File: src/rtl/bcs_pkg.sv
package bcs_pkg;

    localparam int STATE_W = 5;
    localparam int EVENT_W = 4;
    localparam int PATH_W = 4;
    localparam int TICKS_W = 15;
    localparam int OPENFILL_W = 16;

    localparam logic [STATE_W-1:0] SETTLE_TICKS = 5'd20;
    localparam logic [STATE_W-1:0] SETTLE_CLOSE_AT = 5'd2;
    localparam logic [TICKS_W-1:0] FILL_MAX = 15'h7FFF;
    localparam logic [OPENFILL_W-1:0] OPENFILL_MAX = 16'hFFFF;
    localparam logic [TICKS_W-1:0] OPENFILL_LIMIT_RESET = 15'd300;

    localparam logic [EVENT_W-1:0] EV_START = 4'd0;
    localparam logic [EVENT_W-1:0] EV_RESUME = 4'd1;
    localparam logic [EVENT_W-1:0] EV_STOP = 4'd2;
    localparam logic [EVENT_W-1:0] EV_PAUSE = 4'd3;
    localparam logic [EVENT_W-1:0] EV_RESET = 4'd4;
    localparam logic [EVENT_W-1:0] EV_T50MS = 4'd5;
    localparam logic [EVENT_W-1:0] EV_T500MS = 4'd6;
    localparam logic [EVENT_W-1:0] EV_T1S = 4'd7;
    localparam logic [EVENT_W-1:0] EV_CURRENT = 4'd8;
    localparam logic [EVENT_W-1:0] EV_STOP1 = 4'd9;
    localparam logic [EVENT_W-1:0] EV_STOP2 = 4'd10;
    localparam logic [EVENT_W-1:0] EV_START1 = 4'd11;
    localparam logic [EVENT_W-1:0] EV_START2 = 4'd12;

    localparam logic [PATH_W-1:0] P_NULL = 4'd0;
    localparam logic [PATH_W-1:0] P_FLUSH = 4'd1;
    localparam logic [PATH_W-1:0] P_V15 = 4'd2;
    localparam logic [PATH_W-1:0] P_V2 = 4'd3;
    localparam logic [PATH_W-1:0] P_BC1_V15 = 4'd4;
    localparam logic [PATH_W-1:0] P_BC2_V15 = 4'd5;
    localparam logic [PATH_W-1:0] P_BC1_V1314 = 4'd6;
    localparam logic [PATH_W-1:0] P_BC2_V1314 = 4'd7;
    localparam logic [PATH_W-1:0] P_RINSE = 4'd8;

    typedef enum logic [STATE_W-1:0] {
        ST_IDLE     = 5'd0,
        ST_NC       = 5'd1,
        ST_OF_T     = 5'd2,
        ST_OF       = 5'd3,
        ST_V15_T    = 5'd4,
        ST_V15      = 5'd5,
        ST_V2_T     = 5'd6,
        ST_V2       = 5'd7,
        ST_BO1V4_T  = 5'd8,
        ST_BO1V4    = 5'd9,
        ST_BO2V4_T  = 5'd10,
        ST_BO2V4    = 5'd11,
        ST_BO1_T    = 5'd12,
        ST_BO1      = 5'd13,
        ST_BO2_T    = 5'd14,
        ST_BO2      = 5'd15,
        ST_STOP1    = 5'd16,
        ST_STOP2    = 5'd17,
        ST_BC1_T    = 5'd18,
        ST_BC2_T    = 5'd19,
        ST_DONE1    = 5'd20,
        ST_DONE2    = 5'd21
    } state_t;

    typedef struct packed {
        logic [EVENT_W-1:0] event_req;
        logic               command_ok;
    } in_item_t;

    typedef struct packed {
        logic [STATE_W-1:0] state_now;
        logic               path_valid;
        logic [PATH_W-1:0]  path_code;
        logic               valve_open_cmd;
        logic               valve_close_cmd;
        logic               pumps_run_cmd;
        logic               fill_done_request;
        logic               report_valid;
        logic [TICKS_W-1:0] report_fill_ticks;
        logic               report_chamber;
    } out_item_t;

    // flow path a state commands on resume; states past the table give null
    function automatic logic [PATH_W-1:0] path_of_state(input state_t s);
        logic [STATE_W-1:0] v;
        v = s;
        if (v[STATE_W-1])
        begin
            return P_NULL;
        end
        return {1'b0, v[3:1]};
    endfunction

endpackage

File: src/rtl/balancing_chamber_sequencer.sv
// Balancing chamber sequencer.
// Each event passes the input register, then the result register, and is held in its
// register while the output side stalls.
// Throughput: one event per cycle unless the output side stalls; the next-state step is the limit.
// Reset (rst_n low, asynchronous): state idle, counters and wait flag cleared,
// open-fill limit back to 300 s, both pipeline stages empty.
module balancing_chamber_sequencer (
    input  logic                clk,
    input  logic                rst_n,
    input  logic                in_valid,
    output logic                in_stall,
    input  bcs_pkg::in_item_t   in_data,
    output logic                out_valid,
    input  logic                out_stall,
    output bcs_pkg::out_item_t  out_data,
    input  logic                cfg_valid,
    output logic                cfg_ready,
    input  logic [14:0]         cfg_data
);
    import bcs_pkg::*;

    logic                  in_valid_reg;
    in_item_t              in_data_reg;
    logic                  out_valid_reg;
    out_item_t             out_data_reg;
    out_item_t             out_data_next;

    state_t                state_reg, state_next;
    state_t                prev_reg, prev_next;
    logic                  half_reg, half_next;
    logic [STATE_W-1:0]    settle_reg, settle_next;
    logic [OPENFILL_W-1:0] openfill_reg, openfill_next;
    logic [TICKS_W-1:0]    fill_reg, fill_next;
    logic [TICKS_W-1:0]    limit_reg;

    logic                  advance;
    logic                  fire;

    assign advance   = !out_valid_reg || !out_stall;
    assign fire      = in_valid_reg && advance;
    assign in_stall  = in_valid_reg && !advance;
    assign out_valid = out_valid_reg;
    assign out_data  = out_data_reg;
    assign cfg_ready = 1'b1;

    always_ff @(posedge clk or negedge rst_n)
    begin
        if (!rst_n)
        begin
            in_valid_reg  <= 1'b0;
            out_valid_reg <= 1'b0;
            state_reg     <= ST_IDLE;
            prev_reg      <= ST_IDLE;
            half_reg      <= 1'b0;
            settle_reg    <= '0;
            openfill_reg  <= '0;
            fill_reg      <= '0;
            limit_reg     <= OPENFILL_LIMIT_RESET;
        end
        else
        begin
            if (!in_stall)
            begin
                in_valid_reg <= in_valid;
            end
            if (advance)
            begin
                out_valid_reg <= in_valid_reg;
            end
            if (fire)
            begin
                state_reg    <= state_next;
                prev_reg     <= prev_next;
                half_reg     <= half_next;
                settle_reg   <= settle_next;
                openfill_reg <= openfill_next;
                fill_reg     <= fill_next;
            end
            if (cfg_valid && cfg_ready)
            begin
                limit_reg <= cfg_data;
            end
        end
    end

    always_ff @(posedge clk)
    begin
        if (!in_stall)
        begin
            in_data_reg <= in_data;
        end
        if (fire)
        begin
            out_data_reg <= out_data_next;
        end
    end

    always_comb
    begin
        logic [EVENT_W-1:0]    ev;
        logic                  ok;
        state_t                st;
        state_t                pst;
        logic                  hs;
        logic [STATE_W-1:0]    sc;
        logic [OPENFILL_W-1:0] ofc;
        logic [OPENFILL_W-1:0] was;
        logic [TICKS_W-1:0]    ft;
        logic                  pv, vo, vc, pr, fd, rv, rch;
        logic [PATH_W-1:0]     pc;
        logic [TICKS_W-1:0]    rticks;

        ev     = in_data_reg.event_req;
        ok     = in_data_reg.command_ok;
        st     = state_reg;
        pst    = prev_reg;
        hs     = half_reg;
        sc     = settle_reg;
        ofc    = openfill_reg;
        was    = openfill_reg;
        ft     = fill_reg;
        pv     = 1'b0;
        vo     = 1'b0;
        vc     = 1'b0;
        pr     = 1'b0;
        fd     = 1'b0;
        rv     = 1'b0;
        rch    = 1'b0;
        pc     = P_NULL;
        rticks = '0;

        if (ev == EV_START)
        begin
            pv  = 1'b1;
            pc  = P_FLUSH;
            pst = st;
            st  = ST_OF_T;
            vo  = (state_reg == ST_STOP1) || (state_reg == ST_STOP2);
        end
        else if (ev == EV_RESUME)
        begin
            pv = 1'b1;
            pc = path_of_state(prev_reg);
            st = prev_reg;
        end
        else if (ev == EV_STOP)
        begin
            pv = 1'b1;
            pc = P_RINSE;
            st = ST_IDLE;
        end

        unique case (st)
            ST_OF_T, ST_OF:
            begin
                if (st == ST_OF_T && ev == EV_T500MS)
                begin
                    hs = 1'b1;
                end
                else if (st == ST_OF_T && ev == EV_T1S)
                begin
                    if (hs)
                    begin
                        pst = st;
                        st  = ST_OF;
                        hs  = 1'b0;
                    end
                end
                else if (st == ST_OF && ev == EV_T1S)
                begin
                    if (ofc != OPENFILL_MAX)
                    begin
                        ofc = ofc + 16'd1;
                    end
                    if (was > {1'b0, limit_reg})
                    begin
                        ofc = '0;
                        pr  = 1'b1;
                        pv  = 1'b1;
                        pc  = P_BC1_V1314;
                        vc  = 1'b1;
                        fd  = 1'b1;
                        if (ok)
                        begin
                            pst = st;
                            st  = ST_BO1_T;
                        end
                    end
                end
                else if (ev == EV_STOP1 || ev == EV_STOP2)
                begin
                    ofc = '0;
                    pv  = 1'b1;
                    pc  = (ev == EV_STOP1) ? P_BC1_V1314 : P_BC2_V1314;
                    if (ok)
                    begin
                        pst = st;
                        st  = (ev == EV_STOP1) ? ST_STOP1 : ST_STOP2;
                    end
                end
            end
            ST_V15_T, ST_V2_T, ST_BO2V4_T:
            begin
                if (ev == EV_T500MS)
                begin
                    hs = 1'b1;
                end
                else if (ev == EV_T1S && hs)
                begin
                    pst = st;
                    st  = state_t'(st + 5'd1);
                    hs  = 1'b0;
                end
            end
            ST_BO1V4_T:
            begin
                if (ev == EV_T500MS)
                begin
                    pst = st;
                    st  = ST_BO1V4;
                    hs  = 1'b0;
                end
            end
            ST_BO1_T, ST_BO2_T:
            begin
                if (ev == EV_T50MS)
                begin
                    if (ft != FILL_MAX)
                    begin
                        ft = ft + 15'd1;
                    end
                    if (sc < SETTLE_TICKS)
                    begin
                        vc = (sc == SETTLE_CLOSE_AT);
                        sc = sc + 5'd1;
                    end
                    else
                    begin
                        sc  = '0;
                        pst = st;
                        st  = (st == ST_BO1_T) ? ST_BO1 : ST_BO2;
                    end
                end
            end
            ST_BO1, ST_BO2:
            begin
                if (ev == EV_T50MS)
                begin
                    if (ft != FILL_MAX)
                    begin
                        ft = ft + 15'd1;
                    end
                end
                else if (ev == EV_CURRENT)
                begin
                    rv     = 1'b1;
                    rticks = ft;
                    rch    = (st == ST_BO2);
                    pv     = 1'b1;
                    pc     = (st == ST_BO1) ? P_BC2_V1314 : P_BC1_V1314;
                    vo     = 1'b1;
                    if (ok)
                    begin
                        pst = st;
                        st  = (st == ST_BO1) ? ST_BO2_T : ST_BO1_T;
                        ft  = '0;
                    end
                end
            end
            ST_STOP1:
            begin
                if (ev == EV_START1)
                begin
                    pv = 1'b1;
                    pc = P_BC1_V1314;
                    st = ST_BC1_T;
                end
            end
            ST_STOP2:
            begin
                if (ev == EV_START2)
                begin
                    pv = 1'b1;
                    pc = P_BC2_V1314;
                    st = ST_BC2_T;
                end
            end
            default:
            begin
            end
        endcase

        state_next    = st;
        prev_next     = pst;
        half_next     = hs;
        settle_next   = sc;
        openfill_next = ofc;
        fill_next     = ft;

        out_data_next.state_now         = st;
        out_data_next.path_valid        = pv;
        out_data_next.path_code         = pc;
        out_data_next.valve_open_cmd    = vo;
        out_data_next.valve_close_cmd   = vc;
        out_data_next.pumps_run_cmd     = pr;
        out_data_next.fill_done_request = fd;
        out_data_next.report_valid      = rv;
        out_data_next.report_fill_ticks = rticks;
        out_data_next.report_chamber    = rch;
    end

`ifndef SYNTHESIS
    a_report_has_path: assert property (@(posedge clk) disable iff (!rst_n)
        out_valid_reg && out_data_reg.report_valid |-> out_data_reg.path_valid)
        else $error("fill report without flow path");

    a_pumps_end_fill: assert property (@(posedge clk) disable iff (!rst_n)
        out_valid_reg && out_data_reg.pumps_run_cmd |->
            out_data_reg.fill_done_request && out_data_reg.valve_close_cmd &&
            out_data_reg.path_code == P_BC1_V1314)
        else $error("pump start not paired with end of open fill");

    a_null_path: assert property (@(posedge clk) disable iff (!rst_n)
        out_valid_reg && !out_data_reg.path_valid |-> out_data_reg.path_code == P_NULL)
        else $error("path code without path command");

    a_settle_range: assert property (@(posedge clk) disable iff (!rst_n)
        settle_reg <= SETTLE_TICKS)
        else $error("settle counter out of range");

    a_input_held: assert property (@(posedge clk) disable iff (!rst_n)
        in_valid_reg && in_stall |=> in_valid_reg && $stable(in_data_reg))
        else $error("input stage lost a stalled event");
`endif

endmodule

File: config.mk
export PLATFORM = sky130hd
export DESIGN_NAME = balancing_chamber_sequencer
export DESIGN_NICKNAME = d
export VERILOG_FILES = /design/src/rtl/bcs_pkg.sv /design/src/rtl/balancing_chamber_sequencer.sv
export SDC_FILE = /design/constraint.sdc
export NUM_CORES = 1
export LEC_CHECK = 0
export BUFFER_PORTS_ARGS = -buffer_cell sky130_fd_sc_hd__buf_2
export CORE_MARGIN = 4
export CORE_UTILIZATION = 45
export CTS_CLUSTER_DIAMETER = 50
export DETAILED_ROUTE_END_ITERATION = 7
export GPL_TIMING_DRIVEN = 0
export SLEW_MARGIN = 20
export SYNTH_ARGS = -nofsm -noshare
export SYNTH_HDL_FRONTEND = slang
export SYNTH_SLANG_ARGS = --single-unit
File: constraint.sdc
create_clock -name clk -period 11.4 [get_ports clk]
set_input_delay 1.71 -clock clk [delete_from_list [all_inputs] [get_ports clk]]
set_output_delay 1.71 -clock clk [all_outputs]
set_load 0.005 [all_outputs]
==> results.py <==
metrics = {
    "logic_synthesis": {
        "yosysSeqAreaShare_pct": 45.0,
        "synth-edff-count": 35,
        "syn_area_per_cell_sq_um": 9.50,
        "async_reset_ff_share_pct": 64.6,
        "synth-seq-cells": 99,
        "yosysUniqueCellTypes": 78,
        "synth_cells": 622,
        "yosysWarnings": 0,
        "synth_ff_type": "dfrtp_1",
        "syn-num-nets": 671,
        "netlist_area_sq_um": 5910,
    },
    "worst_setup_path": {
        "critPathArrivalTime_ns": 5.06,
        "path_max_fanout": 10,
        "endpoint_kind": "register",
        "crit_type": "register to register",
        "startpoint_type": "register",
        "critPathRequiredTime_ns": 11.69,
    },
    "timing": {
        "slew_headroom_pct": 37.8,
        "clock_skew_ns": 0.0118,
        "finalCritPeriodShare_pct": 41.8,
        "hold_viol_final": 0,
        "rsz0062_at_grt": "false",
        "setup_ws_ns": 6.63,
        "setup_violations": 0,
        "drv_slew": 0,
        "setup-tns-final_ns": 0,
        "fin_crit_ns": 4.77,
        "max_slew.worst_pin.slew_ns": 0.924,
        "fmax_mhz": 210,
    },
    "drt": {
        "vias_per_cell": 5.74,
        "dr.pass1.iters": 5,
        "post-route-drc-count": 0,
        "drt-initial-drc-count": 482,
        "ant_nets": 0,
        "wirelength_mm": 15.7,
        "num_vias": 4985,
        "detail_route.wl_per_cell_um": 18.1,
    },
    "die": {
        "rows": 41,
        "die_height_um": 123,
        "die_w_um": 123,
        "die_area_sq_um": 15000,
        "initial_core_util_pct": 46.4,
        "boundaryPins": 59,
        "core_area_sq_um": 12700,
    },
    "place": {
        "portBuffers": 56,
        "post_dp_cell_area_sq_um": 6470,
        "pre_cts_ws_ns": 6.78,
        "gp_congestion": 0.974,
        "post-place-cells": 852,
        "hpwl_mm": 11.9,
    },
    "pwr": {
        "power.density_nw_per_um2": 156,
        "p_leak_nw": 2.94,
        "vdd_ir_drop_max_uv": 104,
        "power_mw": 1.05,
    },
    "grt": {
        "grt_pass1_wl_mm": 25.3,
        "grt_start_max_net_pins": 53,
        "track_usage_pct": 21.9,
        "antenna_found_initial": 0,
        "overflow": 0,
        "grt_pass1_vias": 4798,
    },
    "final_layout": {
        "layout.nets": 740,
        "largest_register_ff_count": 30,
        "postLayoutCellArea_sq_um": 6750,
        "n_antenna_cell": 0,
        "area_growth_pct": 14.2,
        "final_layout_size_suffix_gt1_share_pct": 15.9,
        "layoutNonFillerInstCount": 868,
    },
    "cts": {
        "cts.clk_slew.worst_paths_ns": 0.07,
        "htreeDepth": 3,
        "postCtsSetupRepairBufs": 0,
        "cts_tree": "done",
        "cts.sinks": 99,
        "clock-root-buffer": "clkbuf_16",
        "cts_buffers": 9,
        "ctsHoldBuffers": 0,
        "cts_buffer_depth": 2,
        "worstSkewPairLatency_ns": 0.35,
        "post_cts_resized": 0,
    },
    "status": {
        "status": "finished, final reports clean",
    },
    "flow_run": {
        "drv_cap": 0,
    },
    "min_path": {
        "hold_class": "register to register",
    },
}
==> synth_stat cells, drive strengths merged, types with 11 or more instances <==
| master | count | area share (%) |
|---|---|---|
| edfxtp | 35 | 18 |
| nand2 | 62 | 3.9 |
| and2 | 23 | 2.5 |
| inv | 28 | 1.8 |
| ha | 24 | 5.1 |
| o21ai | 42 | 3.6 |
| nor2 | 69 | 4.4 |
| dfrtp | 60 | 25 |
| nand3 | 26 | 2.2 |
| nor3 | 15 | 1.6 |
| a21oi | 29 | 2.5 |
| xor2 | 14 | 2.1 |
| and3 | 11 | 1.2 |
| xnor2 | 12 | 1.8 |
| clkbuf | 18 | 1.1 |
==> cells in the final DEF (no fill, tap or decap), types with 14 or more instances in the layout <==
cell      count
clkbuf_1     18
nor2_1       68
nand3_1      26
ha_1         24
o21ai_0      37
and2_1       22
nand2_1      62
buf_2        58
dfrtp_1      60
xor2_1       14
inv_1        27
edfxtp_1     35
a21oi_1      29
==> routing by layer <==
layer / GRT usage [%] / routed length (um)
met1: 30.4 / 7090
met2: 33.3 / 7120
met3: 5.07 / 1090
met4: 8.40 / 403
met5: 0 / 0
==> final cells by class <==
cell class	count	area (sq um)
clock inverter	5	35.0
fill	1226	5980
inverter	28	105
timing repair buffer	58	338
tap	172	215
multi-input combinational	467	3000
buffer	28	151
sequential	99	2660
clock buffer	11	243
==> worst max-delay path: stages, from the launching register on <==
cell      delay [ns]
edfxtp_1        0.44
clkbuf_1        0.26
or2_2           0.33
clkbuf_1        0.25
o31ai_2         0.76
inv_1           0.32
ha_1            0.28
clkbuf_1        0.23
or3_1           0.43
a21oi_1         0.37
nand2_1         0.28
and4b_1         0.31
a21oi_1         0.26
a211o_1         0.18
==> stage by stage <==
stage	util, %	hold WS [ns]
2_1_floorplan	-	0.451
3_3_place_gp	50.3	0.473
3_5_place_dp	50.8	0.477
4_1_cts	53.0	0.487
5_1_grt	53.0	0.517
6_report	53.0	0.484
==> path summary, 6_finish.rpt <==
kind	startpoint	end	slack (ns)	depth (start not counted)
min in group asynchronous	rst_n	settle_reg[4]	1.22	1
hold / removal	settle_reg[4]	settle_reg[4]	0.48	1
max in group asynchronous	rst_n	limit_reg[5]	9.60	2
hold reg to reg	settle_reg[4]	settle_reg[4]	0.48	1
setup / recovery	in_data_reg[3]	prev_reg[2]	6.63	13
setup reg to reg	in_data_reg[3]	prev_reg[2]	6.63	13
==> cells by family after synthesis <==
kind of cell             count (synthesis)  synth area share (%)
AND/OR/NAND/NOR                        263                  23.4
AO/OA/AOI/OAI                          143                  16.5
flip-flops                              99                  45.0
buffers and inverters                   56                  4.32
XOR/XNOR                                26                  3.85
adder cells (fa/ha/maj)                 24                  5.08
multiplexers                            10                  1.80
other                                    1                0.0635
==> where the power goes <==
part | switching (mW) | internal (mW) | leakage, nW
sequential | 0.0347 | 0.408 | 1.17
combinational | 0.203 | 0.118 | 1.63
clock | 0.132 | 0.154 | 0.132
total | 0.370 | 0.680 | 2.94
No activity file was read; power rests on OpenSTA's default activity.
